===== config.mk =====
export PLATFORM = sky130hd
export DESIGN_NAME = apsp_relax_unit
export DESIGN_NICKNAME = d
export VERILOG_FILES = /design/src/rtl/apsp_pkg.sv /design/src/rtl/apsp_relax_unit.sv
export SDC_FILE = /design/constraint.sdc
export NUM_CORES = 1
export LEC_CHECK = 0
export ABC_AREA = 1
export ABC_CLOCK_PERIOD_IN_PS = 6050
export BUFFER_PORTS_ARGS = -buffer_cell sky130_fd_sc_hd__buf_2
export CAP_MARGIN = 20
export CORE_MARGIN = 4
export CORE_UTILIZATION = 30
export DETAILED_ROUTE_END_ITERATION = 16
export PLACE_DENSITY = 0.63
export SLEW_MARGIN = 30
export SYNTH_ARGS = -nofsm -noshare
export SYNTH_HDL_FRONTEND = slang
export SYNTH_SLANG_ARGS = --single-unit

===== constraint.sdc =====
create_clock -name vclk -period 6.05
set_clock_uncertainty 0.15 [all_clocks]
set_input_delay 0.9075 -clock vclk [all_inputs]
set_output_delay 0.9075 -clock vclk [all_outputs]
set_load 0.03 [all_outputs]

===== src/rtl/apsp_pkg.sv =====
// ----------------------------------------------------------------------------
// apsp_pkg
// shared types and constants of the shortest path engine
// ----------------------------------------------------------------------------
package apsp_pkg;

    localparam int MAX_NODES     = 64;
    localparam int NODE_BITS     = $clog2(MAX_NODES);
    localparam int ADDR_BITS     = 2 * NODE_BITS;
    localparam int MAT_DEPTH     = MAX_NODES * MAX_NODES;
    localparam int DIST_BITS     = 40;
    localparam int OUT_BITS      = 40;
    localparam int WEIGHT_BITS   = 32;
    localparam int NODE_CNT_BITS = 7;
    localparam int FIELD_NODE_W  = 6;
    localparam int S_TDATA_W     = 48;
    localparam int M_TDATA_W     = 48;
    localparam int S_TUSER_W     = 2;

    localparam logic [DIST_BITS-1:0] DIST_INF = '1;
    localparam logic [NODE_CNT_BITS-1:0] NODE_CNT_RESET = NODE_CNT_BITS'(64);
    localparam logic [NODE_CNT_BITS-1:0] NODE_CNT_MAX = NODE_CNT_BITS'(MAX_NODES);

    // output tdata bit positions
    localparam int M_REACH_BIT = 0;
    localparam int M_DIST_LO   = 1;
    localparam int M_DIST_HI   = M_DIST_LO + OUT_BITS - 1;

    typedef enum logic [1:0] {
        REQ_EDGE  = 2'd0,
        REQ_SOLVE = 2'd1,
        REQ_QUERY = 2'd2,
        REQ_CLEAR = 2'd3
    } t_req;

    typedef struct packed {
        logic                 lower;
        logic [DIST_BITS-1:0] cand;
    } t_relax_res;

endpackage


===== src/rtl/apsp_relax_unit.sv =====
// ----------------------------------------------------------------------------
// apsp_relax_unit
// saturating add of two distances and compare against the current entry
// ----------------------------------------------------------------------------
module apsp_relax_unit (
    input  logic [apsp_pkg::DIST_BITS-1:0] i_base,
    input  logic [apsp_pkg::DIST_BITS-1:0] i_step,
    input  logic [apsp_pkg::DIST_BITS-1:0] i_cur,
    output apsp_pkg::t_relax_res           o_res
);

    logic [apsp_pkg::DIST_BITS:0]   sum;
    logic [apsp_pkg::DIST_BITS-1:0] cand;

    always_comb begin
        sum = {1'b0, i_base} + {1'b0, i_step};
        if (i_base == apsp_pkg::DIST_INF || i_step == apsp_pkg::DIST_INF ||
            sum >= {1'b0, apsp_pkg::DIST_INF}) begin
            cand = apsp_pkg::DIST_INF;
        end else begin
            cand = sum[apsp_pkg::DIST_BITS-1:0];
        end
        o_res.cand  = cand;
        o_res.lower = (cand < i_cur);
    end

endmodule


; ---- Yosys cells after proc, flatten, opt, wreduce, memory -nomap -nowiden
; Index checks and enable logic that the tools add are counted.
[op_classes]
order_cmp = 2
muxes = 1
div_mod_pow = 0
shift = 0
n_reduce_logical = 2
eq_ne = 2
bitwise_logic = 0
n_mul = 0
addsub = 1
[ops]
columns = cell, count
row1 = $eq A40 B40 Y1 const B, 2
row2 = $add A40 B40 Y41, 1
row3 = $ge A41 B40 Y1 const B, 1
row4 = $lt A40 B40 Y1, 1
row5 = $mux W40, 1
row6 = $logic_or A1 B1 Y1, 2
[word_totals]
regBits = 0
mem_bits_rw = 0
out_inout_bits = 41
inputBits = 120
mem_count = 0
latch_bits = 0
rom_bits = 0

; ---- Logic depth before layout (Yosys ltp)
[logic_depth]
word_depth = 5
ltp_mapped = 31
ltp_nobuf = 30

; ---- Least setup slack after synthesis
; No wires, ideal clock.
[synth_path]
path_kind = input-to-output
startpoint = in i_base[0] (netlist bit)
endpoint = out o_res[40] (netlist bit)
t_required_ns = 4.992
setup_slack_ns = 0.212
cell_stages = 30
n_path_buf = 1
arrival_time_ns = 4.781
path_cell_list = ha_1 fa_1 nand2_1 nand2_1 nand3_2 nand2_2 nand2_1 nand2_1 nand2_2 nand2_2 nand2_1 nand2_1 nand2_1 nor2_1 nand2_1 nor2_2 nand3_2 nand2_2 inv_2 buf_6 nand3_1 ha_1 a21oi_1 nor2_1 a211oi_1 nor2_1 a2111o_1 nand3_1 o2111ai_1 a21oi_1
[synth_rtl]
columns = element, line_no
row1 = from (decl), apsp_relax_unit.sv:6  ; input logic [apsp_pkg::DIST_BITS-1:0] i_base,
row2 = to (decl), apsp_relax_unit.sv:9  ; output apsp_pkg::t_relax_res o_res

==> impl_results.md <==
* Switching share of total power at between 60% and 70%
* Final setup viols at 0
* Starting Density at a little under a third
* Layout area overhead at 25.6%
* Avg WL per Cell at between 10 and 15 um
* Ranking of synthesized cells by area: nand2_1, ha_1, inv_1
* Worst Path Required at roughly 5000 ps
* Min-delay src: i_step[0]
* Distinct cell type count after synthesis at 32
* Slowest stage delay, CP at between 300 and 400 ps
* Num ports at about 160
* CP top delay family: simple AND/OR/NAND/NOR gates
* Layout cells sized above 1 at 19.6%
* Post-route clock period utilization at a little over nine tenths
* Die height at ~130 um
* Mean Syn Cell Area at slightly below 5 um2
* ANT cells at 0
* Leading area contributor after synthesis: nand2_1
* Clk pwr share at 0%
* Tot Pwr at approximately 770 uW
* Cell Area, Synth at approximately 4800 um2
* GP Congestion at 0.943
* Post-layout min period at 5740 ps
* Hold WC Path Type: in -> out
* Crit path arrival time at 4680 ps
* Routed vias/inst at around 4.7
* Num sequential at 0
* Peak supply drop at about 0.05 mV
* Critical Path Source Type: primary input
* Worst Hold Path EP: o_res[0]
* Vias in the first global route at ~6,000
* DRC at 0
* Hold Vio Cnt, Final at 0
* Sequential share of power at 0%
* Clkbuf count at 0
* Worst Setup End Kind: output port
* Pwr/cell area at between 100 and 150 nW/um2
* Comb pwr share at between 90% and 100%
* Detailed-router iteration count before antenna repair at 7
* Slew Viols, Final at 0
* MaxCap Viol Count at 0
* Post-synth net total at roughly 1,200
* CP most frequent cell: nand2_1
* Leakage at around 3.7 nW
* Internal at 258 uW
* Std-Cell Core Area at around 16,000 um2
* Yosys top cell area share at just over 30%
* Critical path peak fanout at 24
* Final nets at between 1,000 and 1,500
* Worst slew margin at between 60% and 70%
* Register area share after synthesis at 0%
* Fin util at between 30% and 40%
* Num rows at 46
* DP HPWL at roughly 17,000 um
* Total gr overflow at 0
* Drt total wl at 18,500 um
* Worst Tran Pin Value at 566 ps
* Status: completed
* WS Path Type: in -> out
* Worst Hold Path Cells at 5
* Largest net degree at the start of global routing at 25
* Die span in x at 135 um
* Die Area at around 18,000 um2
* Synth warn at 0
* Antenna violations before repair at 0
* Initial DRC count at ~460
* Slowest stage cell, crit path: ha_1
* Post-route ant nets at 0
* Global-route wire length before repair at roughly 29,000 um
* Net Switching at between 500 and 600 uW
* FF/Latch Area at 0 um2
* Worst path bufs/invs at 4
* Post-synthesis cell count at between 900 and 1,000
* Vias at about 6,400
* Port Buffers at 161
* Hold buffers post-CTS at 0
* Achievable frequency at roughly 0.17 GHz
* Total GRT Usage at a little under a fifth
-- power groups by stage --
stage          registers [mW]  clock network (mW)  logic, mW
2_1_floorplan               0                   0      0.509
3_3_place_gp                0                   0      0.732
3_5_place_dp                0                   0      0.737
4_1_cts                     0                   0      0.740
5_1_grt                     0                   0      0.862
6_report                    0                   0      0.772
-- worst min-delay path, cell delays in order --
cell and delay (ps):
buf_2 90, ha_2 180, inv_1 80, nand2_1 80, buf_2 190
-- worst max path at each step --
stage / end / depth (start not counted) / slack, ps / startpoint
after CTS: o_res[40] / 31 / 6 / i_base[0]
final: o_res[40] / 28 / 310 / i_base[12]
after global placement: o_res[40] / 29 / 20 / i_base[0]
after detailed placement: o_res[40] / 29 / 8 / i_base[0]
after global routing: o_res[40] / 27 / -4 / i_step[7]
after floorplan: o_res[40] / 30 / 210 / i_base[0]
-- area by class of cell --
| type | instances | area, um2 |
|---|---|---|
| Fill cell | 1812 | 9750 |
| Timing Repair Buffer | 165 | 842 |
| Multi-Input combinational cell | 774 | 4210 |
| Inverter | 199 | 754 |
| Tap cell | 216 | 270 |
-- timing repair --
action | CTS | global route
gates resized for setup | 0 | 46
setup endpoints to repair | 0 | 1
setup buffers | 0 | 1
-- synth_stat cells (5+ instances only) --
library cell,number
a211oi_1,5
a21oi_1,43
ha_1,79
inv_1,197
nand2_1,389
nand2_2,5
nand3_1,77
nand3b_1,11
nand4_1,32
nor2_1,85
nor2_2,6
nor3_1,8
nor4_1,6
o21ai_0,6
-- cells by family after synthesis --
logic type                 Yosys count  synth area share (%)
AOI/OAI and AO/OA                   62                  7.27
buffers and inverters              202                  16.1
xor gates and xnor gates             4                 0.725
adders and majority gates           80                  20.9
and+or+nand+nor                    628                  55.1
-- layer usage --
| layer | global-route usage [%] | vias to the layer above | wire (um) |
|---|---|---|---|
| li1 | - | 3402 | - |
| met1 | 28.2 | 2798 | 8970 |
| met2 | 32.0 | 203 | 8060 |
| met3 | 0.857 | 15 | 1190 |
| met4 | 1.90 | 0 | 230 |
| met5 | 0 | - | 0 |
-- placed cells by master (no fill, tap or decap), drive strengths merged, types with 2 or more instances in the layout --
cell type  instances
nand3             80
nand4             32
nor2              91
ha                79
nand3b            11
xnor2              2
buf              165
xor2               2
inv              198
nor3               8
nor4               6
o21bai             2
o21ai              6
or2                4
a211oi             5
nand2            394
a21oi             44
-- through the flow --
stage	hold WS [ps]	std cells	area, um2	worst slack (ps)	setup TNS (ps)
after floorplan	2020	976	4830	212	0
after global placement	2300	1353	5900	15.5	0
after detailed placement	2300	1353	5900	7.55	0
after CTS	2300	1353	5900	6.27	0
after global routing	2310	1354	6070	-3.93	-3.93
final	2290	1354	6070	312	0
Note: power is estimated with default switching activity, not from simulation.
